$ cat src/sv/md5sh_pkg.sv
`timescale 1ns / 1ps
// md5sh_pkg: shared types, initial chaining values and round tables for the MD5 hasher.
package md5sh_pkg;

   typedef struct packed {
      logic [31:0] a;
      logic [31:0] b;
      logic [31:0] c;
      logic [31:0] d;
   } abcd_type;

   localparam logic [31:0] INIT_A = 32'h67452301;
   localparam logic [31:0] INIT_B = 32'hEFCDAB89;
   localparam logic [31:0] INIT_C = 32'h98BADCFE;
   localparam logic [31:0] INIT_D = 32'h10325476;

   localparam logic [7:0] PAD_BYTE = 8'h80;

   // Additive round constant for round r.
   function automatic logic [31:0] round_const(input logic [5:0] r);
      logic [31:0] k;
      begin
         case (r)
            6'd0:  k = 32'hd76aa478;  6'd1:  k = 32'he8c7b756;
            6'd2:  k = 32'h242070db;  6'd3:  k = 32'hc1bdceee;
            6'd4:  k = 32'hf57c0faf;  6'd5:  k = 32'h4787c62a;
            6'd6:  k = 32'ha8304613;  6'd7:  k = 32'hfd469501;
            6'd8:  k = 32'h698098d8;  6'd9:  k = 32'h8b44f7af;
            6'd10: k = 32'hffff5bb1;  6'd11: k = 32'h895cd7be;
            6'd12: k = 32'h6b901122;  6'd13: k = 32'hfd987193;
            6'd14: k = 32'ha679438e;  6'd15: k = 32'h49b40821;
            6'd16: k = 32'hf61e2562;  6'd17: k = 32'hc040b340;
            6'd18: k = 32'h265e5a51;  6'd19: k = 32'he9b6c7aa;
            6'd20: k = 32'hd62f105d;  6'd21: k = 32'h02441453;
            6'd22: k = 32'hd8a1e681;  6'd23: k = 32'he7d3fbc8;
            6'd24: k = 32'h21e1cde6;  6'd25: k = 32'hc33707d6;
            6'd26: k = 32'hf4d50d87;  6'd27: k = 32'h455a14ed;
            6'd28: k = 32'ha9e3e905;  6'd29: k = 32'hfcefa3f8;
            6'd30: k = 32'h676f02d9;  6'd31: k = 32'h8d2a4c8a;
            6'd32: k = 32'hfffa3942;  6'd33: k = 32'h8771f681;
            6'd34: k = 32'h6d9d6122;  6'd35: k = 32'hfde5380c;
            6'd36: k = 32'ha4beea44;  6'd37: k = 32'h4bdecfa9;
            6'd38: k = 32'hf6bb4b60;  6'd39: k = 32'hbebfbc70;
            6'd40: k = 32'h289b7ec6;  6'd41: k = 32'heaa127fa;
            6'd42: k = 32'hd4ef3085;  6'd43: k = 32'h04881d05;
            6'd44: k = 32'hd9d4d039;  6'd45: k = 32'he6db99e5;
            6'd46: k = 32'h1fa27cf8;  6'd47: k = 32'hc4ac5665;
            6'd48: k = 32'hf4292244;  6'd49: k = 32'h432aff97;
            6'd50: k = 32'hab9423a7;  6'd51: k = 32'hfc93a039;
            6'd52: k = 32'h655b59c3;  6'd53: k = 32'h8f0ccc92;
            6'd54: k = 32'hffeff47d;  6'd55: k = 32'h85845dd1;
            6'd56: k = 32'h6fa87e4f;  6'd57: k = 32'hfe2ce6e0;
            6'd58: k = 32'ha3014314;  6'd59: k = 32'h4e0811a1;
            6'd60: k = 32'hf7537e82;  6'd61: k = 32'hbd3af235;
            6'd62: k = 32'h2ad7d2bb;  default: k = 32'heb86d391;
         endcase
         return k;
      end
   endfunction

   // Message word used by round r.
   function automatic logic [3:0] msg_index(input logic [5:0] r);
      logic [3:0] lo;
      logic [3:0] g;
      begin
         lo = r[3:0];
         case (r[5:4])
            2'd0:    g = lo;
            2'd1:    g = 4'(lo * 4'd5 + 4'd1);
            2'd2:    g = 4'(lo * 4'd3 + 4'd5);
            default: g = 4'(lo * 4'd7);
         endcase
         return g;
      end
   endfunction

   // Left rotate amount for round r.
   function automatic logic [4:0] rot_amount(input logic [5:0] r);
      logic [4:0] s;
      begin
         case ({r[5:4], r[1:0]})
            4'd0:  s = 5'd7;   4'd1:  s = 5'd12;  4'd2:  s = 5'd17;  4'd3:  s = 5'd22;
            4'd4:  s = 5'd5;   4'd5:  s = 5'd9;   4'd6:  s = 5'd14;  4'd7:  s = 5'd20;
            4'd8:  s = 5'd4;   4'd9:  s = 5'd11;  4'd10: s = 5'd16;  4'd11: s = 5'd23;
            4'd12: s = 5'd6;   4'd13: s = 5'd10;  4'd14: s = 5'd15;  default: s = 5'd21;
         endcase
         return s;
      end
   endfunction

endpackage

$ cat src/sv/md5sh_round.sv
`timescale 1ns / 1ps
// md5sh_round: one MD5 round step, reused for all 64 rounds of a block.
module md5sh_round (
   input  logic [5:0]           rnd,
   input  md5sh_pkg::abcd_type  cur,
   input  logic [31:0]          km,    // K[rnd] + M[g(rnd)], precomputed
   output md5sh_pkg::abcd_type  nxt
);
   import md5sh_pkg::*;

   logic [31:0] f;
   logic [31:0] t;
   logic [63:0] rot_wide;
   logic [4:0]  s;

   always_comb begin
      case (rnd[5:4])
         2'd0:    f = (cur.b & cur.c) | (~cur.b & cur.d);
         2'd1:    f = (cur.d & cur.b) | (~cur.d & cur.c);
         2'd2:    f = cur.b ^ cur.c ^ cur.d;
         default: f = cur.c ^ (cur.b | ~cur.d);
      endcase
   end

   assign t        = f + cur.a + km;
   assign s        = rot_amount(rnd);
   assign rot_wide = {t, t} << s;

   assign nxt.a = cur.d;
   assign nxt.d = cur.c;
   assign nxt.c = cur.b;
   assign nxt.b = cur.b + rot_wide[63:32];

endmodule

$ cat src/sv/md5_stream_hasher_top.sv
`timescale 1ns / 1ps
// md5_stream_hasher_top: byte-serial MD5 engine with padding and digest output.
//
// Message bytes come in one per request transaction and are packed little-endian
// into a 16-word block buffer; an ordinary byte leaves req_ready high for the next
// request. The 64th byte of a block starts a compression: a load step, the 64
// rounds through the single shared round unit (one round per cycle), and a step to
// fold the working words into the chain, with req_ready low throughout. On
// end_of_message the engine appends 0x80 and, if it fits, the bit length in a pad
// step, runs one compression (two when 8 or fewer bytes of the block were left, a
// length step writing the length into the fresh block), then presents the digest
// as four response transactions A, B, C, D (word_index 0..3, last_word on D).
// After D is taken the engine is back in its reset state for the next message.
// A request with byte_present low and end_of_message low is a no-op.
module md5_stream_hasher_top (
   input  logic        clock,
   input  logic        reset,
   input  logic        req_valid,
   output logic        req_ready,
   input  logic [7:0]  req_data_byte,
   input  logic        req_byte_present,
   input  logic        req_end_of_message,
   output logic        rsp_valid,
   input  logic        rsp_ready,
   output logic [31:0] rsp_digest_word,
   output logic [1:0]  rsp_word_index,
   output logic        rsp_last_word
);
   import md5sh_pkg::*;

   typedef enum logic [2:0] {
      S_IDLE, S_PAD, S_LEN, S_LOAD, S_ROUND, S_ADD, S_OUT
   } state_type;

   // where to go once a compression has been folded in
   typedef enum logic [1:0] {
      NXT_IDLE, NXT_PAD, NXT_LEN, NXT_OUT
   } after_type;

   state_type   state_ff, state_in;
   after_type   after_ff, after_in;
   abcd_type    chain_ff, chain_in;
   abcd_type    work_ff, work_in;
   abcd_type    round_out;
   logic [31:0] buf_ff [16];
   logic [31:0] buf_in [16];
   logic [63:0] len_ff, len_in;
   logic [31:0] km_ff, km_in;
   logic [5:0]  rnd_ff, rnd_in;
   logic [1:0]  idx_ff, idx_in;
   logic [5:0]  pos;
   logic [5:0]  rnd_next;

   assign pos      = len_ff[8:3];
   assign rnd_next = rnd_ff + 6'd1;

   md5sh_round u_round (
      .rnd (rnd_ff),
      .cur (work_ff),
      .km  (km_ff),
      .nxt (round_out)
   );

   assign req_ready = (state_ff == S_IDLE);
   assign rsp_valid = (state_ff == S_OUT);

   always_comb begin
      case (idx_ff)
         2'd0:    rsp_digest_word = chain_ff.a;
         2'd1:    rsp_digest_word = chain_ff.b;
         2'd2:    rsp_digest_word = chain_ff.c;
         default: rsp_digest_word = chain_ff.d;
      endcase
   end
   assign rsp_word_index = idx_ff;
   assign rsp_last_word  = (idx_ff == 2'd3);

   always_comb begin
      state_in = state_ff;
      after_in = after_ff;
      chain_in = chain_ff;
      work_in  = work_ff;
      buf_in   = buf_ff;
      len_in   = len_ff;
      km_in    = km_ff;
      rnd_in   = rnd_ff;
      idx_in   = idx_ff;

      unique case (state_ff)
         S_IDLE: begin
            if (req_valid) begin
               if (req_byte_present) begin
                  buf_in[pos[5:2]][{pos[1:0], 3'b000} +: 8] = req_data_byte;
                  len_in = len_ff + 64'd8;
                  if (pos == 6'd63) begin
                     // block full: compress, then pad if the message ends here
                     state_in = S_LOAD;
                     after_in = req_end_of_message ? NXT_PAD : NXT_IDLE;
                  end else if (req_end_of_message) begin
                     state_in = S_PAD;
                  end
               end else if (req_end_of_message) begin
                  state_in = S_PAD;
               end
            end
         end
         S_PAD: begin
            buf_in[pos[5:2]][{pos[1:0], 3'b000} +: 8] = PAD_BYTE;
            state_in = S_LOAD;
            if (pos >= 6'd56) begin
               // no room for the length: it goes in an extra block
               after_in = NXT_LEN;
            end else begin
               buf_in[14] = len_ff[31:0];
               buf_in[15] = len_ff[63:32];
               after_in   = NXT_OUT;
            end
         end
         S_LEN: begin
            buf_in[14] = len_ff[31:0];
            buf_in[15] = len_ff[63:32];
            state_in   = S_LOAD;
            after_in   = NXT_OUT;
         end
         S_LOAD: begin
            work_in  = chain_ff;
            km_in    = round_const(6'd0) + buf_ff[msg_index(6'd0)];
            rnd_in   = 6'd0;
            state_in = S_ROUND;
         end
         S_ROUND: begin
            work_in = round_out;
            km_in   = round_const(rnd_next) + buf_ff[msg_index(rnd_next)];
            rnd_in  = rnd_next;
            if (rnd_ff == 6'd63) begin
               state_in = S_ADD;
            end
         end
         S_ADD: begin
            chain_in.a = chain_ff.a + work_ff.a;
            chain_in.b = chain_ff.b + work_ff.b;
            chain_in.c = chain_ff.c + work_ff.c;
            chain_in.d = chain_ff.d + work_ff.d;
            for (int i = 0; i < 16; i++) begin
               buf_in[i] = '0;
            end
            idx_in = 2'd0;
            unique case (after_ff)
               NXT_IDLE: state_in = S_IDLE;
               NXT_PAD:  state_in = S_PAD;
               NXT_LEN:  state_in = S_LEN;
               NXT_OUT:  state_in = S_OUT;
               default:  state_in = S_IDLE;
            endcase
         end
         S_OUT: begin
            if (rsp_ready) begin
               idx_in = idx_ff + 2'd1;
               if (idx_ff == 2'd3) begin
                  chain_in = '{a: INIT_A, b: INIT_B, c: INIT_C, d: INIT_D};
                  len_in   = '0;
                  state_in = S_IDLE;
               end
            end
         end
         default: state_in = S_IDLE;
      endcase
   end

   always_ff @(posedge clock) begin
      if (reset) begin
         state_ff <= S_IDLE;
         after_ff <= NXT_IDLE;
         chain_ff <= '{a: INIT_A, b: INIT_B, c: INIT_C, d: INIT_D};
         len_ff   <= '0;
         rnd_ff   <= '0;
         idx_ff   <= '0;
         for (int i = 0; i < 16; i++) begin
            buf_ff[i] <= '0;
         end
      end else begin
         state_ff <= state_in;
         after_ff <= after_in;
         chain_ff <= chain_in;
         len_ff   <= len_in;
         rnd_ff   <= rnd_in;
         idx_ff   <= idx_in;
         buf_ff   <= buf_in;
      end
      work_ff <= work_in;
      km_ff   <= km_in;
   end

   // ---------------------------------------------------------------- checks
   a_no_overlap: assert property (@(posedge clock) disable iff (reset)
      !(req_ready && rsp_valid))
      else $error("request and response sides open at once");

   a_round_end: assert property (@(posedge clock) disable iff (reset)
      (state_ff == S_ROUND && rnd_ff == 6'd63) |=> (state_ff == S_ADD))
      else $error("compression did not end after 64 rounds");

   a_len_hold: assert property (@(posedge clock) disable iff (reset)
      (state_ff == S_ROUND) |=> $stable(len_ff))
      else $error("bit length changed during compression");

   a_restart: assert property (@(posedge clock) disable iff (reset)
      (rsp_valid && rsp_ready && rsp_last_word) |=>
         (len_ff == 64'd0 && chain_ff.a == INIT_A && chain_ff.d == INIT_D && req_ready))
      else $error("engine not restored after digest");

endmodule
$ cat config.mk
export PLATFORM = sky130hd
export DESIGN_NAME = md5_stream_hasher_top
export DESIGN_NICKNAME = d
export VERILOG_FILES = /design/src/sv/md5sh_pkg.sv /design/src/sv/md5sh_round.sv /design/src/sv/md5_stream_hasher_top.sv
export SDC_FILE = /design/constraint.sdc
export NUM_CORES = 2
export LEC_CHECK = 0
export ABC_AREA = 1
export BUFFER_PORTS_ARGS = -buffer_cell sky130_fd_sc_hd__buf_4
export CAP_MARGIN = 20
export CORE_MARGIN = 2
export CORE_UTILIZATION = 25
export DETAILED_ROUTE_END_ITERATION = 10
export SLEW_MARGIN = 20
export SYNTH_ARGS = -nofsm -noshare
export SYNTH_HDL_FRONTEND = slang
export SYNTH_SLANG_ARGS = --single-unit
$ cat constraint.sdc
create_clock -name clock -period 14.7 [get_ports clock]
set_input_delay 0.735 -clock clock [delete_from_list [all_inputs] [get_ports clock]]
set_output_delay 0.735 -clock clock [all_outputs]
set_load 0.05 [all_outputs]
==> metrics <==
Mapped Area 0.0616 mm²; clock buffer depth 3; die width 501 µm; Avg Cell Area, Syn 6.55 µm²; Vias per Instance 5.30; reg-to-reg critical path endpoint km_ff[23]; top cell type's share of synthesized area 0.234; ANT nets after route 0; top-count cell post-synth nand2_1; CP max-delay cell buf_4; routing usage on met1 0.272; EDFF count, synth 160; synthesized net count between 9000 and 10000; GP Congestion roughly 0.98; dominant synthesized flop cell dfxtp_1; post-route insts no fill 12600; final net count 9557; Critical Path Source rnd_ff[1]; Reg power frac 0.376; Die Footprint ~0.25 mm²; core box area 0.245 mm²; DP Worst Slack 7.05 ns; max_cap viols 0; Synth area leader dfxtp_1; Iteration-0 DRC Markers between 8000 and 9000; H-tree depth 3; crit path kind reg -> reg; GR Util All Layers 0.196; cts repair resizes 0; top cells by area, synth dfxtp_1 (23%), nand2_1 (13%), o21ai_0 (8.8%); Placed Cells 12400; period utilisation layout 0.533; Final Hold Vio Count 0; CTS tree yes; hold path start req_end_of_message; final WL 257000 µm; Synth Warn # 0; gr ovfl total 0; PwrDens 98.7 mW/mm²; Buf/Inv on CP 5; Synth async-reset ratio 0; synth cell count leaders nand2_1 (2088), o21ai_0 (1087), inv_1 (1055); outcome finished clean; Slew Limit Fails 0; Most common cell on crit path nand2_1; worst-path fanout max 111; hold-fix buffer count after cts 0; Setup Buffers After CTS 0; max incr delay on CP 0.87 ns; effective utilization at floorplan 0.251; M2 GR Usage 0.301; Psw between 2 and 2.5 mW; I/O pins 51; flop2flop setup slack 6.87 ns; Worst Hold Class in -> reg; Seq/Total Area, Yosys 0.311; CP required 15.16 ns; Critical Path AT 8.30 ns; Die Ht 501 µm; Worst Skew 0.0893 ns; reg2reg path depth 31; vias in the first global route ~61000; Comb power frac 0.228; antenna violations before repair 5; CTS buffer count 98; DP Wirelength 186000 µm; clock group share of total power 0.397; RSZ-0062 raised after global routing no; worst r2r src rnd_ff[1]; post-layout worst setup margin 6.87 ns; Internal 4.44 mW; Layout area overhead 11.7%; Sw Share 0.347; # DRC 0; DRT Pass-1 Iters 6; Max VDD drop approximately 95 µV; Top delay family on crit path simple AND/OR/NAND/NOR gates; Peak Freq 128 MHz; type of origin of the critical path register; met3 Track Usage GR 0.0315; GR peak layer met2; proportion of layout cells with a drive suffix above 1 0.0497; clock-pin slew of the registers on the worst-case setup and hold paths 0.07 ns; DR vias 66600; drt wl/cell roughly 20 µm; number of port buffers 50; setup violators final 0; Synth Instances 9415; crit path capture km_ff[23]; Synth cell types 69; Worst setup EP type register; # rows 182; Levels on crit path 31; clock sink count 879; first-pass GRT wire length around 380000 µm; Worst-Margin Slew between 1 and 1.5 ns; Root Buffer clkbuf_16; LEAKAGE 27.5 nW; worst skew pair latency roughly 0.81 ns; max_slew headroom 0.166; Synth Register Bits 879; Tmin final 7.83 ns; largest net degree at the start of global routing 179; final setup TNS 0 ns
state kept, by name, summed over array words and instances (netlist names):
name            cells
state_ff            3
rnd_ff              6
buf_ff            512
len_ff             61
chain_ff          128
km_ff              32
after_ff            2
u_round.s           5
work_ff           128
rsp_word_index      2
worst reg2reg max path, delay by kind of cell, from the launching register on:
family	cells	cell delay, ns
AO/OA/AOI/OAI	8	1.57
adder cells (fa/ha/maj)	2	0.83
buffers and inverters	5	1.31
flip-flops	1	0.61
AND/OR/NAND/NOR	16	3.27
final cells by class:
type	count	area, µm²
Tap cell	3220	4030
Multi-Input combinational cell	7023	36900
Timing Repair Buffer	157	1200
Clock inverter	46	649
Clock buffer	136	2820
Fill cell	27300	177000
Sequential cell	879	19200
Inverter	1086	4090
Antenna cell	3	7.51
per-stage QoR:
step | total power [mW] | area [µm²] | hold WS (ns) | utilization
global route | 7.06 | 68900 | 0.372 | 0.281
floorplan | 3.60 | 61600 | 0.432 | -
CTS | 6.78 | 68900 | 0.289 | 0.281
finish | 6.80 | 68900 | 0.332 | 0.281
global placement | 4.11 | 65400 | 0.446 | 0.266
detailed placement | 4.11 | 65400 | 0.448 | 0.266
routing by layer:
| metal | share of wire | vias to the layer above |
|---|---|---|
| met5 | 0.00010 | - |
| met4 | 0.045 | 4 |
| met3 | 0.091 | 500 |
| met2 | 0.43 | 3092 |
| met1 | 0.43 | 31200 |
| li1 | - | 31800 |
how the worst min path moves through the flow:
stage | to | cells past startpoint
after CTS | after_ff[0] | 3
after global placement | buf_ff[106] | 2
final | after_ff[0] | 3
after global routing | after_ff[0] | 3
after floorplan | buf_ff[375] | 2
after detailed placement | buf_ff[439] | 2
placed cells by master, fill, tap and decap left out, types with 11 or more instances in the layout:
cell type,count
o31ai_1,16
xnor2_1,32
o211ai_1,91
clkbuf_1,19
clkinv_1,12
fa_1,40
nor2_1,673
inv_2,20
a21oi_1,1020
or2_2,43
a221oi_1,190
nor3_1,93
nor3_2,18
o21bai_1,14
o21ai_0,1087
edfxtp_1,160
a31oi_1,76
inv_1,1052
ha_1,258
o2111ai_1,15
o21ai_1,106
xor2_1,53
buf_4,155
o21a_1,29
dfxtp_1,719
clkinv_2,22
clkbuf_8,16
a21o_1,30
nand2_1,2086
nand3_1,773
nor4_1,19
o22ai_1,48
nand4_1,39
o221ai_1,27
a211oi_1,29
nand3b_1,11
clkbuf_16,101
power by group through the flow:
| stage | Clock, mW | Sequential (mW) | Combinational, mW |
|---|---|---|---|
| 2_1_floorplan | 0 | 2.58 | 1.02 |
| 3_3_place_gp | 0 | 2.60 | 1.51 |
| 3_5_place_dp | 0 | 2.60 | 1.50 |
| 4_1_cts | 2.72 | 2.55 | 1.51 |
| 5_1_grt | 2.82 | 2.55 | 1.69 |
| 6_report | 2.70 | 2.55 | 1.55 |
cells by family after synthesis:
group / Yosys count / share of synthesized area
buffers and inverters: 1513 / 0.0948
multiplexers: 2 / 0.000325
AO/OA/AOI/OAI: 2826 / 0.257
flip-flops: 879 / 0.311
XOR/XNOR: 85 / 0.0121
AND/OR/NAND/NOR: 3812 / 0.259
adder cells (fa/ha/maj): 298 / 0.0654
Note: power is estimated with default switching activity, not from simulation.
